[config.mk]
export PLATFORM = sky130hd
export DESIGN_NAME = ccm_back
export DESIGN_NICKNAME = d
export VERILOG_FILES = /design/src/sv/ccm_pkg.sv /design/src/sv/ccm_mul.sv /design/src/sv/ccm_div.sv /design/src/sv/ccm_back.sv
export SDC_FILE = /design/constraint.sdc
export NUM_CORES = 2
export LEC_CHECK = 0
export ABC_AREA = 1
export ABC_CLOCK_PERIOD_IN_PS = 68100
export BUFFER_PORTS_ARGS = -buffer_cell sky130_fd_sc_hd__buf_2
export CAP_MARGIN = 40
export CORE_UTILIZATION = 30
export CTS_CLUSTER_DIAMETER = 100
export DETAILED_ROUTE_END_ITERATION = 6
export PLACE_DENSITY_LB_ADDON = 0.15
export SYNTH_ARGS = -nofsm -noshare
export SYNTH_HDL_FRONTEND = slang
export SYNTH_SLANG_ARGS = --single-unit
export TNS_END_PERCENT = 10
[constraint.sdc]
create_clock -name clk_i -period 68.1 [get_ports clk_i]
set_input_delay 13.62 -clock clk_i [delete_from_list [all_inputs] [get_ports clk_i]]
set_output_delay 13.62 -clock clk_i [all_outputs]
set_load 0.02 [all_outputs]
[src/sv/ccm_pkg.sv]
// Shared types and constants of the cluster moments block.
// Used by every module of the block; depends on nothing.
package ccm_pkg;

  // Hit limit per cluster, default for the top level parameter
  localparam int unsigned MaxHitsDef = 64;

  // Cluster queue between front and back
  localparam int unsigned QueueDepth = 4;
  localparam int unsigned QCountW    = $clog2(QueueDepth + 1);

  // Arithmetic unit widths
  localparam int unsigned MulW  = 48;
  localparam int unsigned HalfW = MulW / 2;
  localparam int unsigned ProdW = 2 * MulW;
  localparam int unsigned NumW  = 72;
  localparam int unsigned DenW  = 46;
  localparam int unsigned QuoW  = 26;

  // Quotient lengths of the three divisions
  localparam logic [4:0] QCentroid = 5'd13;
  localparam logic [4:0] QBalance  = 5'd17;
  localparam logic [4:0] QSpread   = 5'd26;

  localparam logic [11:0] HalfWidthRst = 12'd224;

  // Configuration register indexes
  typedef enum logic {
    CFG_THRESHOLD  = 1'b0,
    CFG_HALF_WIDTH = 1'b1
  } cfg_idx_e;

  // Closed cluster handed from front to back
  typedef struct packed {
    logic [21:0]        up;
    logic [21:0]        down;
    logic [21:0]        center;
    logic [21:0]        outer;
    logic [37:0]        e2;
    logic signed [34:0] wx;
    logic signed [34:0] wy;
    logic [45:0]        wx2;
    logic [45:0]        wy2;
    logic               empty;
  } ccm_rec_t;

  // Finished result word
  typedef struct packed {
    logic [21:0]        outer;
    logic [21:0]        center;
    logic [21:0]        down;
    logic [21:0]        up;
    logic [12:0]        sy;
    logic [12:0]        sx;
    logic signed [15:0] bal;
    logic signed [12:0] cy;
    logic signed [12:0] cx;
    logic               empty;
    logic               valid;
  } ccm_res_t;

  typedef enum logic [1:0] {
    DIV_IDLE,
    DIV_CHECK,
    DIV_RUN
  } div_state_e;

  typedef enum logic [4:0] {
    BK_IDLE,
    BK_LOAD,
    BK_CX,
    BK_CX_WAIT,
    BK_CY,
    BK_CY_WAIT,
    BK_BAL,
    BK_BAL_WAIT,
    BK_SS,
    BK_SS_WAIT,
    BK_AM,
    BK_AM_WAIT,
    BK_BM,
    BK_BM_WAIT,
    BK_DIV,
    BK_DIV_WAIT,
    BK_SQRT,
    BK_DONE
  } back_state_e;

endpackage

[src/sv/ccm_mul.sv]
// Multi-cycle multiplier: four 24x24 partial products, one per cycle.
// Depends on ccm_pkg for widths; used by ccm_back.
module ccm_mul (
  input  logic                      clk_i,
  input  logic                      rst_ni,
  input  logic                      start_i,
  input  logic [ccm_pkg::MulW-1:0]  a_i,
  input  logic [ccm_pkg::MulW-1:0]  b_i,
  output logic                      done_o,
  output logic [ccm_pkg::ProdW-1:0] p_o
);

  localparam int unsigned HW = ccm_pkg::HalfW;
  localparam int unsigned PW = ccm_pkg::ProdW;

  logic [ccm_pkg::MulW-1:0] a_q, b_q;
  logic [HW-1:0] pa, pb;
  logic [2*HW-1:0] pp_q;
  logic [1:0] sh_q, sh;
  logic [2:0] idx_q;
  logic busy_q, ppv_q, done_q;
  logic [PW-1:0] acc_q, pp_ext;

  // Pick the partial product of this step
  always_comb begin
    pa = a_q[HW-1:0];
    pb = b_q[HW-1:0];
    sh = 2'd0;
    unique case (idx_q[1:0])
      2'd0: begin
        pa = a_q[HW-1:0]; pb = b_q[HW-1:0]; sh = 2'd0;
      end
      2'd1: begin
        pa = a_q[2*HW-1:HW]; pb = b_q[HW-1:0]; sh = 2'd1;
      end
      2'd2: begin
        pa = a_q[HW-1:0]; pb = b_q[2*HW-1:HW]; sh = 2'd1;
      end
      default: begin
        pa = a_q[2*HW-1:HW]; pb = b_q[2*HW-1:HW]; sh = 2'd2;
      end
    endcase
  end

  always_comb begin
    unique case (sh_q)
      2'd0:    pp_ext = PW'(pp_q);
      2'd1:    pp_ext = PW'(pp_q) << HW;
      default: pp_ext = PW'(pp_q) << (2 * HW);
    endcase
  end

  always_ff @(posedge clk_i) begin
    if (start_i) begin
      a_q <= a_i;
      b_q <= b_i;
    end
    pp_q <= pa * pb;
    sh_q <= sh;
  end

  // Step through the products and add them up
  always_ff @(posedge clk_i or negedge rst_ni) begin
    if (!rst_ni) begin
      busy_q <= 1'b0;
      ppv_q  <= 1'b0;
      idx_q  <= '0;
      done_q <= 1'b0;
      acc_q  <= '0;
    end else begin
      done_q <= 1'b0;
      if (start_i) begin
        busy_q <= 1'b1;
        ppv_q  <= 1'b0;
        idx_q  <= '0;
        acc_q  <= '0;
      end else if (busy_q) begin
        ppv_q <= !idx_q[2];
        if (!idx_q[2]) idx_q <= idx_q + 1'b1;
        if (ppv_q) acc_q <= acc_q + pp_ext;
        if (idx_q[2] && ppv_q) begin
          busy_q <= 1'b0;
          done_q <= 1'b1;
        end
      end
    end
  end

  assign done_o = done_q;
  assign p_o    = acc_q;

endmodule

[src/sv/ccm_div.sv]
// Restoring divider, one quotient bit per cycle, with an overflow check.
// Depends on ccm_pkg; used by ccm_back.
module ccm_div (
  input  logic                     clk_i,
  input  logic                     rst_ni,
  input  logic                     start_i,
  input  logic [ccm_pkg::NumW-1:0] num_i,
  input  logic [ccm_pkg::DenW-1:0] den_i,
  input  logic [4:0]               qbits_i,
  output logic                     done_o,
  output logic                     ovf_o,
  output logic [ccm_pkg::QuoW-1:0] q_o
);

  ccm_pkg::div_state_e st_q, st_d;
  logic [ccm_pkg::NumW-1:0] rem_q, rem_d, dsh_q, dsh_d, t;
  logic [ccm_pkg::QuoW-1:0] quo_q, quo_d;
  logic [4:0] cnt_q, cnt_d;
  logic ovf_q, ovf_d, done_q, done_d;

  always_ff @(posedge clk_i or negedge rst_ni) begin
    if (!rst_ni) begin
      st_q   <= ccm_pkg::DIV_IDLE;
      done_q <= 1'b0;
    end else begin
      st_q   <= st_d;
      done_q <= done_d;
    end
  end

  always_ff @(posedge clk_i) begin
    rem_q <= rem_d;
    dsh_q <= dsh_d;
    quo_q <= quo_d;
    cnt_q <= cnt_d;
    ovf_q <= ovf_d;
  end

  // Load, check the quotient range, then shift out one bit a cycle
  always_comb begin
    st_d   = st_q;
    rem_d  = rem_q;
    dsh_d  = dsh_q;
    quo_d  = quo_q;
    cnt_d  = cnt_q;
    ovf_d  = ovf_q;
    done_d = 1'b0;
    t      = dsh_q >> 1;
    unique case (st_q)
      ccm_pkg::DIV_IDLE: begin
        if (start_i) begin
          rem_d = num_i;
          dsh_d = ccm_pkg::NumW'(den_i) << qbits_i;
          cnt_d = qbits_i;
          quo_d = '0;
          ovf_d = 1'b0;
          st_d  = ccm_pkg::DIV_CHECK;
        end
      end
      ccm_pkg::DIV_CHECK: begin
        if (rem_q >= dsh_q) begin
          ovf_d  = 1'b1;
          done_d = 1'b1;
          st_d   = ccm_pkg::DIV_IDLE;
        end else begin
          st_d = ccm_pkg::DIV_RUN;
        end
      end
      ccm_pkg::DIV_RUN: begin
        if (rem_q >= t) begin
          rem_d = rem_q - t;
          quo_d = {quo_q[ccm_pkg::QuoW-2:0], 1'b1};
        end else begin
          quo_d = {quo_q[ccm_pkg::QuoW-2:0], 1'b0};
        end
        dsh_d = t;
        cnt_d = cnt_q - 1'b1;
        if (cnt_q == 5'd1) begin
          done_d = 1'b1;
          st_d   = ccm_pkg::DIV_IDLE;
        end
      end
      default: st_d = ccm_pkg::DIV_IDLE;
    endcase
  end

  assign done_o = done_q;
  assign ovf_o  = ovf_q;
  assign q_o    = quo_q;

endmodule

[src/sv/ccm_back.sv]
// Back end: centroid, side balance and spread of one closed cluster.
// Depends on ccm_pkg, ccm_mul and ccm_div; holds the output register.
module ccm_back (
  input  logic              clk_i,
  input  logic              rst_ni,
  input  logic              q_valid_i,
  input  ccm_pkg::ccm_rec_t q_rec_i,
  output logic              q_pop_o,
  output logic              out_valid_o,
  input  logic              out_ready_i,
  output ccm_pkg::ccm_res_t out_res_o
);

  ccm_pkg::back_state_e st_q, st_d;
  ccm_pkg::ccm_rec_t rec_q, rec_d;
  ccm_pkg::ccm_res_t res_q, res_d;
  logic ov_q, ov_d;

  logic [22:0] s_q, s_d;
  logic signed [12:0] cx_q, cx_d, cy_q, cy_d;
  logic signed [15:0] bal_q, bal_d;
  logic [12:0] sx_q, sx_d, sy_q, sy_d;
  logic sv_q, sv_d, axis_q, axis_d;
  logic [ccm_pkg::DenW-1:0] den_q, den_d;
  logic [69:0] a_q, a_d;
  logic [ccm_pkg::QuoW-1:0] q_q, q_d;
  logic [12:0] root_q, root_d, t;
  logic [3:0] bit_q, bit_d;
  logic [25:0] tt;

  logic [34:0] wx_mag, wy_mag, lin_mag;
  logic [45:0] sq_sum;
  logic [22:0] d_mag;
  logic d_neg;

  logic mul_start, mul_done;
  logic [ccm_pkg::MulW-1:0] mul_a, mul_b;
  logic [ccm_pkg::ProdW-1:0] mul_p;
  logic div_start, div_done, div_ovf;
  logic [ccm_pkg::NumW-1:0] div_num;
  logic [ccm_pkg::DenW-1:0] div_den;
  logic [4:0] div_qb;
  logic [ccm_pkg::QuoW-1:0] div_q;

  // Round a centroid quotient back to a clamped signed coordinate
  function automatic logic [12:0] clamp13(logic neg, logic ovf,
                                          logic [ccm_pkg::QuoW-1:0] q);
    logic [12:0] r;
    if (!neg) begin
      r = (ovf || q > 26'd4095) ? 13'd4095 : q[12:0];
    end else begin
      r = (ovf || q > 26'd4096) ? 13'h1000 : 13'(13'd0 - q[12:0]);
    end
    return r;
  endfunction

  ccm_mul u_mul (
    .clk_i   (clk_i),
    .rst_ni  (rst_ni),
    .start_i (mul_start),
    .a_i     (mul_a),
    .b_i     (mul_b),
    .done_o  (mul_done),
    .p_o     (mul_p)
  );

  ccm_div u_div (
    .clk_i   (clk_i),
    .rst_ni  (rst_ni),
    .start_i (div_start),
    .num_i   (div_num),
    .den_i   (div_den),
    .qbits_i (div_qb),
    .done_o  (div_done),
    .ovf_o   (div_ovf),
    .q_o     (div_q)
  );

  // Magnitudes of the signed sums
  assign wx_mag  = rec_q.wx[34] ? 35'(-rec_q.wx) : 35'(rec_q.wx);
  assign wy_mag  = rec_q.wy[34] ? 35'(-rec_q.wy) : 35'(rec_q.wy);
  assign lin_mag = axis_q ? wy_mag : wx_mag;
  assign sq_sum  = axis_q ? rec_q.wy2 : rec_q.wx2;
  assign d_neg   = (rec_q.down < rec_q.up);
  assign d_mag   = d_neg ? 23'(rec_q.up - rec_q.down) : 23'(rec_q.down - rec_q.up);

  // Square root trial value
  assign t  = root_q | (13'd1 << bit_q);
  assign tt = 26'(t) * 26'(t);

  always_ff @(posedge clk_i or negedge rst_ni) begin
    if (!rst_ni) begin
      st_q <= ccm_pkg::BK_IDLE;
      ov_q <= 1'b0;
    end else begin
      st_q <= st_d;
      ov_q <= ov_d;
    end
  end

  always_ff @(posedge clk_i) begin
    rec_q  <= rec_d;
    res_q  <= res_d;
    s_q    <= s_d;
    cx_q   <= cx_d;
    cy_q   <= cy_d;
    bal_q  <= bal_d;
    sx_q   <= sx_d;
    sy_q   <= sy_d;
    sv_q   <= sv_d;
    axis_q <= axis_d;
    den_q  <= den_d;
    a_q    <= a_d;
    q_q    <= q_d;
    root_q <= root_d;
    bit_q  <= bit_d;
  end

  // Sequence the arithmetic of one cluster
  always_comb begin
    st_d = st_q;  rec_d = rec_q; res_d = res_q;
    s_d = s_q;    cx_d = cx_q;   cy_d = cy_q;   bal_d = bal_q;
    sx_d = sx_q;  sy_d = sy_q;   sv_d = sv_q;   axis_d = axis_q;
    den_d = den_q; a_d = a_q;    q_d = q_q;
    root_d = root_q; bit_d = bit_q;
    ov_d = ov_q && !out_ready_i;
    q_pop_o   = 1'b0;
    mul_start = 1'b0;
    mul_a     = ccm_pkg::MulW'(sq_sum);
    mul_b     = ccm_pkg::MulW'(s_q);
    div_start = 1'b0;
    div_num   = ccm_pkg::NumW'({wx_mag, 1'b0}) + ccm_pkg::NumW'(s_q);
    div_den   = ccm_pkg::DenW'({s_q, 1'b0});
    div_qb    = ccm_pkg::QCentroid;
    unique case (st_q)
      ccm_pkg::BK_IDLE: begin
        if (q_valid_i) begin
          q_pop_o = 1'b1;
          rec_d   = q_rec_i;
          st_d    = ccm_pkg::BK_LOAD;
        end
      end
      ccm_pkg::BK_LOAD: begin
        s_d = {1'b0, rec_q.up} + {1'b0, rec_q.down};
        cx_d = '0; cy_d = '0; bal_d = '0; sx_d = '0; sy_d = '0;
        sv_d = 1'b0; axis_d = 1'b0;
        st_d = (s_d == '0) ? ccm_pkg::BK_DONE : ccm_pkg::BK_CX;
      end
      ccm_pkg::BK_CX: begin
        div_start = 1'b1;
        st_d = ccm_pkg::BK_CX_WAIT;
      end
      ccm_pkg::BK_CX_WAIT: begin
        if (div_done) begin
          cx_d = clamp13(rec_q.wx[34], div_ovf, div_q);
          st_d = ccm_pkg::BK_CY;
        end
      end
      ccm_pkg::BK_CY: begin
        div_num   = ccm_pkg::NumW'({wy_mag, 1'b0}) + ccm_pkg::NumW'(s_q);
        div_start = 1'b1;
        st_d = ccm_pkg::BK_CY_WAIT;
      end
      ccm_pkg::BK_CY_WAIT: begin
        if (div_done) begin
          cy_d = clamp13(rec_q.wy[34], div_ovf, div_q);
          st_d = ccm_pkg::BK_BAL;
        end
      end
      ccm_pkg::BK_BAL: begin
        div_num   = ccm_pkg::NumW'({d_mag, 16'd0}) + ccm_pkg::NumW'(s_q);
        div_qb    = ccm_pkg::QBalance;
        div_start = 1'b1;
        st_d = ccm_pkg::BK_BAL_WAIT;
      end
      ccm_pkg::BK_BAL_WAIT: begin
        if (div_done) begin
          if (!d_neg) begin
            bal_d = (div_q > 26'd32767) ? 16'sd32767 : $signed(div_q[15:0]);
          end else begin
            bal_d = $signed(16'(16'd0 - div_q[15:0]));
          end
          st_d = ccm_pkg::BK_SS;
        end
      end
      ccm_pkg::BK_SS: begin
        mul_a     = ccm_pkg::MulW'(s_q);
        mul_start = 1'b1;
        st_d = ccm_pkg::BK_SS_WAIT;
      end
      ccm_pkg::BK_SS_WAIT: begin
        if (mul_done) begin
          if (mul_p[45:0] > 46'(rec_q.e2)) begin
            den_d = mul_p[45:0] - 46'(rec_q.e2);
            st_d  = ccm_pkg::BK_AM;
          end else begin
            st_d = ccm_pkg::BK_DONE;
          end
        end
      end
      ccm_pkg::BK_AM: begin
        mul_start = 1'b1;
        st_d = ccm_pkg::BK_AM_WAIT;
      end
      ccm_pkg::BK_AM_WAIT: begin
        if (mul_done) begin
          a_d  = mul_p[69:0];
          st_d = ccm_pkg::BK_BM;
        end
      end
      ccm_pkg::BK_BM: begin
        mul_a     = ccm_pkg::MulW'(lin_mag);
        mul_b     = ccm_pkg::MulW'(lin_mag);
        mul_start = 1'b1;
        st_d = ccm_pkg::BK_BM_WAIT;
      end
      ccm_pkg::BK_BM_WAIT: begin
        if (mul_done) begin
          if (70'(a_q) < mul_p[69:0]) begin
            // Negative variance on this axis: both spreads drop to zero
            sx_d = '0;
            sy_d = '0;
            st_d = ccm_pkg::BK_DONE;
          end else begin
            a_d  = a_q - mul_p[69:0];
            st_d = ccm_pkg::BK_DIV;
          end
        end
      end
      ccm_pkg::BK_DIV: begin
        div_num   = ccm_pkg::NumW'(a_q);
        div_den   = den_q;
        div_qb    = ccm_pkg::QSpread;
        div_start = 1'b1;
        st_d = ccm_pkg::BK_DIV_WAIT;
      end
      ccm_pkg::BK_DIV_WAIT: begin
        if (div_done) begin
          if (div_ovf) begin
            if (!axis_q) begin
              sx_d = 13'h1FFF; axis_d = 1'b1; st_d = ccm_pkg::BK_AM;
            end else begin
              sy_d = 13'h1FFF; sv_d = 1'b1; st_d = ccm_pkg::BK_DONE;
            end
          end else begin
            q_d    = div_q;
            root_d = '0;
            bit_d  = 4'd12;
            st_d   = ccm_pkg::BK_SQRT;
          end
        end
      end
      ccm_pkg::BK_SQRT: begin
        if (tt <= q_q) root_d = t;
        if (bit_q == 4'd0) begin
          if (!axis_q) begin
            sx_d = root_d; axis_d = 1'b1; st_d = ccm_pkg::BK_AM;
          end else begin
            sy_d = root_d; sv_d = 1'b1; st_d = ccm_pkg::BK_DONE;
          end
        end else begin
          bit_d = bit_q - 1'b1;
        end
      end
      ccm_pkg::BK_DONE: begin
        // Hand the word to the output register once it is free
        if (!ov_q || out_ready_i) begin
          res_d.cx     = cx_q;
          res_d.cy     = cy_q;
          res_d.bal    = bal_q;
          res_d.sx     = sx_q;
          res_d.sy     = sy_q;
          res_d.up     = rec_q.up;
          res_d.down   = rec_q.down;
          res_d.center = rec_q.center;
          res_d.outer  = rec_q.outer;
          res_d.valid  = sv_q;
          res_d.empty  = rec_q.empty;
          ov_d = 1'b1;
          st_d = ccm_pkg::BK_IDLE;
        end
      end
      default: st_d = ccm_pkg::BK_IDLE;
    endcase
  end

  assign out_valid_o = ov_q;
  assign out_res_o   = res_q;

endmodule

## After elaboration in Yosys (flattened, before gate mapping)

Index checks and enable logic that the tools add are counted.

- Divide/modulo/power cells: 0
- Reduce and logical (&&, ||, !) cells: 50
- Add/sub/neg operators: 17
- Shift operators: 2
- Mux-type cells: 117
- Bitwise gates (word level): 2
- Equal/unequal tests: 47
- Multipliers: 2
- $lt $le $gt $ge: 9

Operator list:

| cell | count |
|---|---|
| $mux W96 | 3 |
| $pmux W72 S2 | 2 |
| $mux W13 | 21 |
| $mux W72 | 3 |
| $mux W70 | 3 |
| $pmux W70 S3 | 1 |
| $pmux W96 S2 | 1 |
| $pmux W70 S2 | 1 |
| $mux W35 | 3 |
| $pmux W13 S4 | 2 |
| $add A96 B96 Y96 | 1 |
| $mux W46 | 2 |
| $pmux W46 S2 | 1 |
| $pmux W5 S18 | 1 |
| $mux W5 | 16 |
| $pmux W13 S2 | 3 |
| $add A36 B23 Y37 | 2 |
| $ge A72 B71 Y1 | 1 |
| $ge A72 B72 Y1 | 1 |
| $shl A46 B5 Y72 | 1 |
| $sub A72 B71 Y72 | 1 |
| $lt A70 B70 Y1 | 1 |
| $neg A35 Y35 | 2 |
| $sub A70 B70 Y70 | 1 |
| other kinds (63) | 172 |

- Latch bits: 0
- Register bits after elaboration: 1,132
- Memory bits (read-only): 0
- Bits of input ports: 293
- Memories: 0
- Memory bits (writable): 0

## Logic depth before layout (Yosys ltp)

- Word-level depth: 8
- Mapped depth: 43

## By module

A second synthesis with hierarchy kept.

- Cell total of the unflattened synthesis: 14,292
- Area total of the unflattened synthesis: 105,935.4 sq um

Modules (own cells, without submodules):

| module | instances | area each (sq um) | cells each | sequential area each (sq um) |
|---|---|---|---|---|
| ccm_back | 1 | 49,979.2 | 6,124 | 21,140.3 |
| ccm_mul | 1 | 38,130.3 | 5,508 | 6,436.2 |
| ccm_div | 1 | 17,825.8 | 2,660 | 5,360.1 |

## Least setup slack after synthesis

No wires, ideal clock.

- Kind: input -> output
- Start: input port q_valid_i
- End: output port q_pop_o
- Slack: 21,106 ps
- Path buffers: 0
- Data arrival time: 33,374 ps
- Stages: 2
- Required time: 54,480 ps
- Cells stage by stage: inv_1 > nor3_1

- Longest elaborated chain between the ends: 2

RTL lines:

| what | RTL line | RTL |
|---|---|---|
| start, declared | ccm_back.sv:6 | `input logic q_valid_i,` |
| $mux W1 | ccm_back.sv:137 | `if (q_valid_i) begin` |
| $mux W1 | ccm_back.sv:135 | `unique case (st_q)` |
| end, declared | ccm_back.sv:8 | `output logic q_pop_o,` |

Every way passes these cells.

## Worst setup path after layout

Same ends and word-level chain as after synthesis.

==> summary.md <==
| Metric | Value |
|---|---|
| PostCTS Resize Cnt | 0 |
| Initial antenna violation count | 12 |
| Starting Density | a little under a third |
| Post-synthesis register bit count | between 1000 and 1500 |
| Setup TNS Final | 0 ns |
| Synth async-reset ratio | between 7 and 8% |
| Worst setup SP type | primary input |
| Unique masters post-synth | 71 |
| Clock root cell | clkbuf_16 |
| Die width | around 560 µm |
| Vias in the first global route | 80300 |
| Final worst slack | around 39 ns |
| Die Area | approximately 310000 µm² |
| H-Tree Level Count | 4 |
| Core area | between 300000 and 400000 µm² |
| Final Net Count | between 10000 and 15000 |
| Cts hold-fix bufs | 0 |
| Crit end category | output port |
| Status | complete, no violations |
| Share of layout cells above drive strength 1 | a little under 9% |
| Final setup skew | 0.0847 ns |
| Final wirelength | between 300000 and 400000 µm |
| Worst-margin pin slew | around 1.1 ns |
| Critical Path AT | 15.02 ns |
| Post-Synthesis Cells | about 11000 |
| Fmax achieved | approximately 35 MHz |
| DP Worst Slack | a little under 40 ns |
| DR pass1 iterations | 6 |
| Clk buf depth | 4 |
| Final hold vios | 0 |
| TritonCTS clock tree | built |
| Unrepaired setup endpoints after global routing | no |
| Worst path required time | 54.48 ns |
| Die H | 559 µm |
| GRT Util Overall | 24.9% |
| CTS Sinks | between 1000 and 1500 |
| Slew Limit Fails | 0 |
| Cell count after placement | 15900 |
| Layout area overhead | 13.3% |
| Vias post-DR | around 80000 |
| Final Core Density | ~34% |
| Relative slew slack | 29.9% |
| Final Cycle Share | roughly 42% |
| Congestion Overflow GR | 0 |
| Peak fanout along the critical path | 51 |
| Synth Net Count | 13000 |
| DRC | 0 |
| DP Wirelength | between 300000 and 400000 µm |
| Min-Delay Path Class | flip-flop to flip-flop |
| Drt first-iter violations | ~7400 |
| Clk slew on worst S/H paths | approximately 0.060 ns |
| Rows | 204 |
| Post-route non-filler standard cell count | 16100 |
| Post-CTS Setup Bufs | 0 |
| Post-synth top flop | edfxtp_1 |
| First-pass GRT wire length | ~570000 µm |
| Vias/cell | 5.05 |
| Seq/Total Area, Yosys | between 30% and 40% |
| Max-cap violations | 0 |
| Mapped Area | 93000 µm² |
| Avg Inst Size Synth | about 8 µm² |
| Pin count of the biggest net entering global routing | ~150 |
| Final count of negative-setup-slack endpoints | 0 |
| Fin crit period | approximately 29 ns |
| Remaining antenna violation count | 0 |
| PortBufs | 452 |
| Global placer's final weighted congestion | ~0.98 |
| CP Class | primary input to output port |
| I/O pin total | approximately 450 |
| DR WL/cell | 24.5 µm |
| Cts bufs inserted | roughly 140 |
| Yosys warnings | 0 |
| Clock latency on the worst-skew pair | between 0.8 and 0.9 ns |
| Number of synthesized flops with an enable pin | approximately 960 |
worst max-delay path, stage by stage:
cell    delay [ns]
buf_2         0.11
inv_1         0.07
nor3_2        0.26
buf_4         0.65
buf_2         0.29
cells in the final DEF, fill, tap and decap left out, types with 17 or more instances in the layout:
master / n
inv_2: 21
xor2_1: 163
nor2_1: 1171
buf_2: 467
o22ai_1: 93
o311ai_0: 24
a211oi_1: 17
o221ai_1: 30
inv_1: 2007
dfrtp_1: 85
dfxtp_1: 50
o21ai_0: 715
edfxtp_1: 956
clkinv_1: 36
a21oi_1: 808
nor2_2: 26
ha_1: 697
clkbuf_16: 146
o211ai_1: 66
o21ai_1: 44
fa_1: 588
nand4_1: 94
xnor2_1: 97
nand3_1: 358
nand2_1: 2419
clkinv_2: 26
buf_4: 127
o21bai_1: 38
clkbuf_1: 27
nor3_1: 91
or2_2: 67
nor4_1: 23
nand2_2: 36
a31oi_1: 77
o21a_1: 32
a21o_1: 43
area by class of cell:
cell class	count	area (µm²)
repair buffers	616	3610
flip-flops and latches	1091	31800
multi-input cells	7985	52400
inverters	2052	7710
clock inverters	74	706
fillers	32600	203000
diodes	12	30.0
clock buffers	178	3810
well taps	4120	5150
logic make-up (layout without fill, tap and decap cells):
kind of cell / count (synthesis) / count (layout) / share of synthesized area, %
muxes: 3 / 3 / 0.0350
buffers and inverters: 2317 / 2920 / 9.52
adders and majority gates: 1286 / 1286 / 22.1
DFF: 1091 / 1091 / 34.2
AOI/OAI and AO/OA: 2086 / 2086 / 12.5
xor gates and xnor gates: 260 / 260 / 2.45
and+or+nand+nor: 4350 / 4350 / 19.1
other: 0 / 12 / 0
stage by stage:
| stage | hold slack (ns) | cell area (µm²) |
|---|---|---|
| after floorplan | 0.400 | 93000 |
| after global placement | 0.401 | 100000 |
| after global routing | 0.421 | 105000 |
| after CTS | 0.413 | 105000 |
| after detailed placement | 0.405 | 101000 |
| final | 0.409 | 105000 |
synthesized netlist by cell type (30+ instances only):
cell type  count  area, µm²
edfxtp_1     956      28700
o21ai_0      717       3590
o21ai_1       49        245
nor3_1        93        465
inv_1       2010       7540
nand2_1     2421       9090
o22ai_1       93        582
dfxtp_1       50       1000
a21oi_1      809       4050
or2_2         67        419
nand4_1       94        588
nand2_2       35        219
fa_1         588      11800
xor2_1       163       1430
a31oi_1       77        482
o21bai_1      41        308
o21a_1        32        240
ha_1         698       8730
o211ai_1      66        495
dfrtp_1       85       2130
clkbuf_1     209        785
xnor2_1       97        850
o221ai_1      30        263
nand3_1      358       1790
a21o_1        43        323
nor2_1      1183       4440
layer usage:
metal  vias up  global-route usage [%]  routed length (µm)
li1      38100                       -                   -
met1     40200                    34.8              179000
met2      2743                    39.2              175000
met3       426                    3.50               24700
met4         6                    8.64               15100
met5         -                       0                  46
state kept, by name, indices dropped and copies added (netlist names), 16 cells and up:
| name | flops |
|---|---|
| u_mul.b_q | 35 |
| u_div.q_o | 26 |
| u_mul.a_q | 46 |
| out_res_o | 158 |
| u_div.rem_q | 72 |
| s_q | 23 |
| den_q | 46 |
| u_mul.pp_q | 48 |
| rec_q | 289 |
| a_q | 70 |
| u_div.dsh_q | 72 |
| u_mul.p_o | 70 |
| bal_q | 16 |
| q_q | 26 |
worst paths after layout:
path | startpoint | endpoint | slack, ns | cells after the start
min | sx_q[12] | out_res_o[56] | 0.41 | 0
max reg2reg | u_mul.idx_q[0] | u_mul.pp_q[44] | 58.55 | 30
min reg2reg | sx_q[12] | out_res_o[56] | 0.41 | 0
min in group asynchronous | rst_ni | u_mul.p_o[69] | 12.80 | 1
max | q_valid_i | q_pop_o | 39.46 | 5
max in group asynchronous | rst_ni | u_mul.p_o[65] | 53.98 | 2
Power is left out: the tool's default activity adds up to more than one toggle a clock period on the data nets, which glitch-free logic cannot reach.
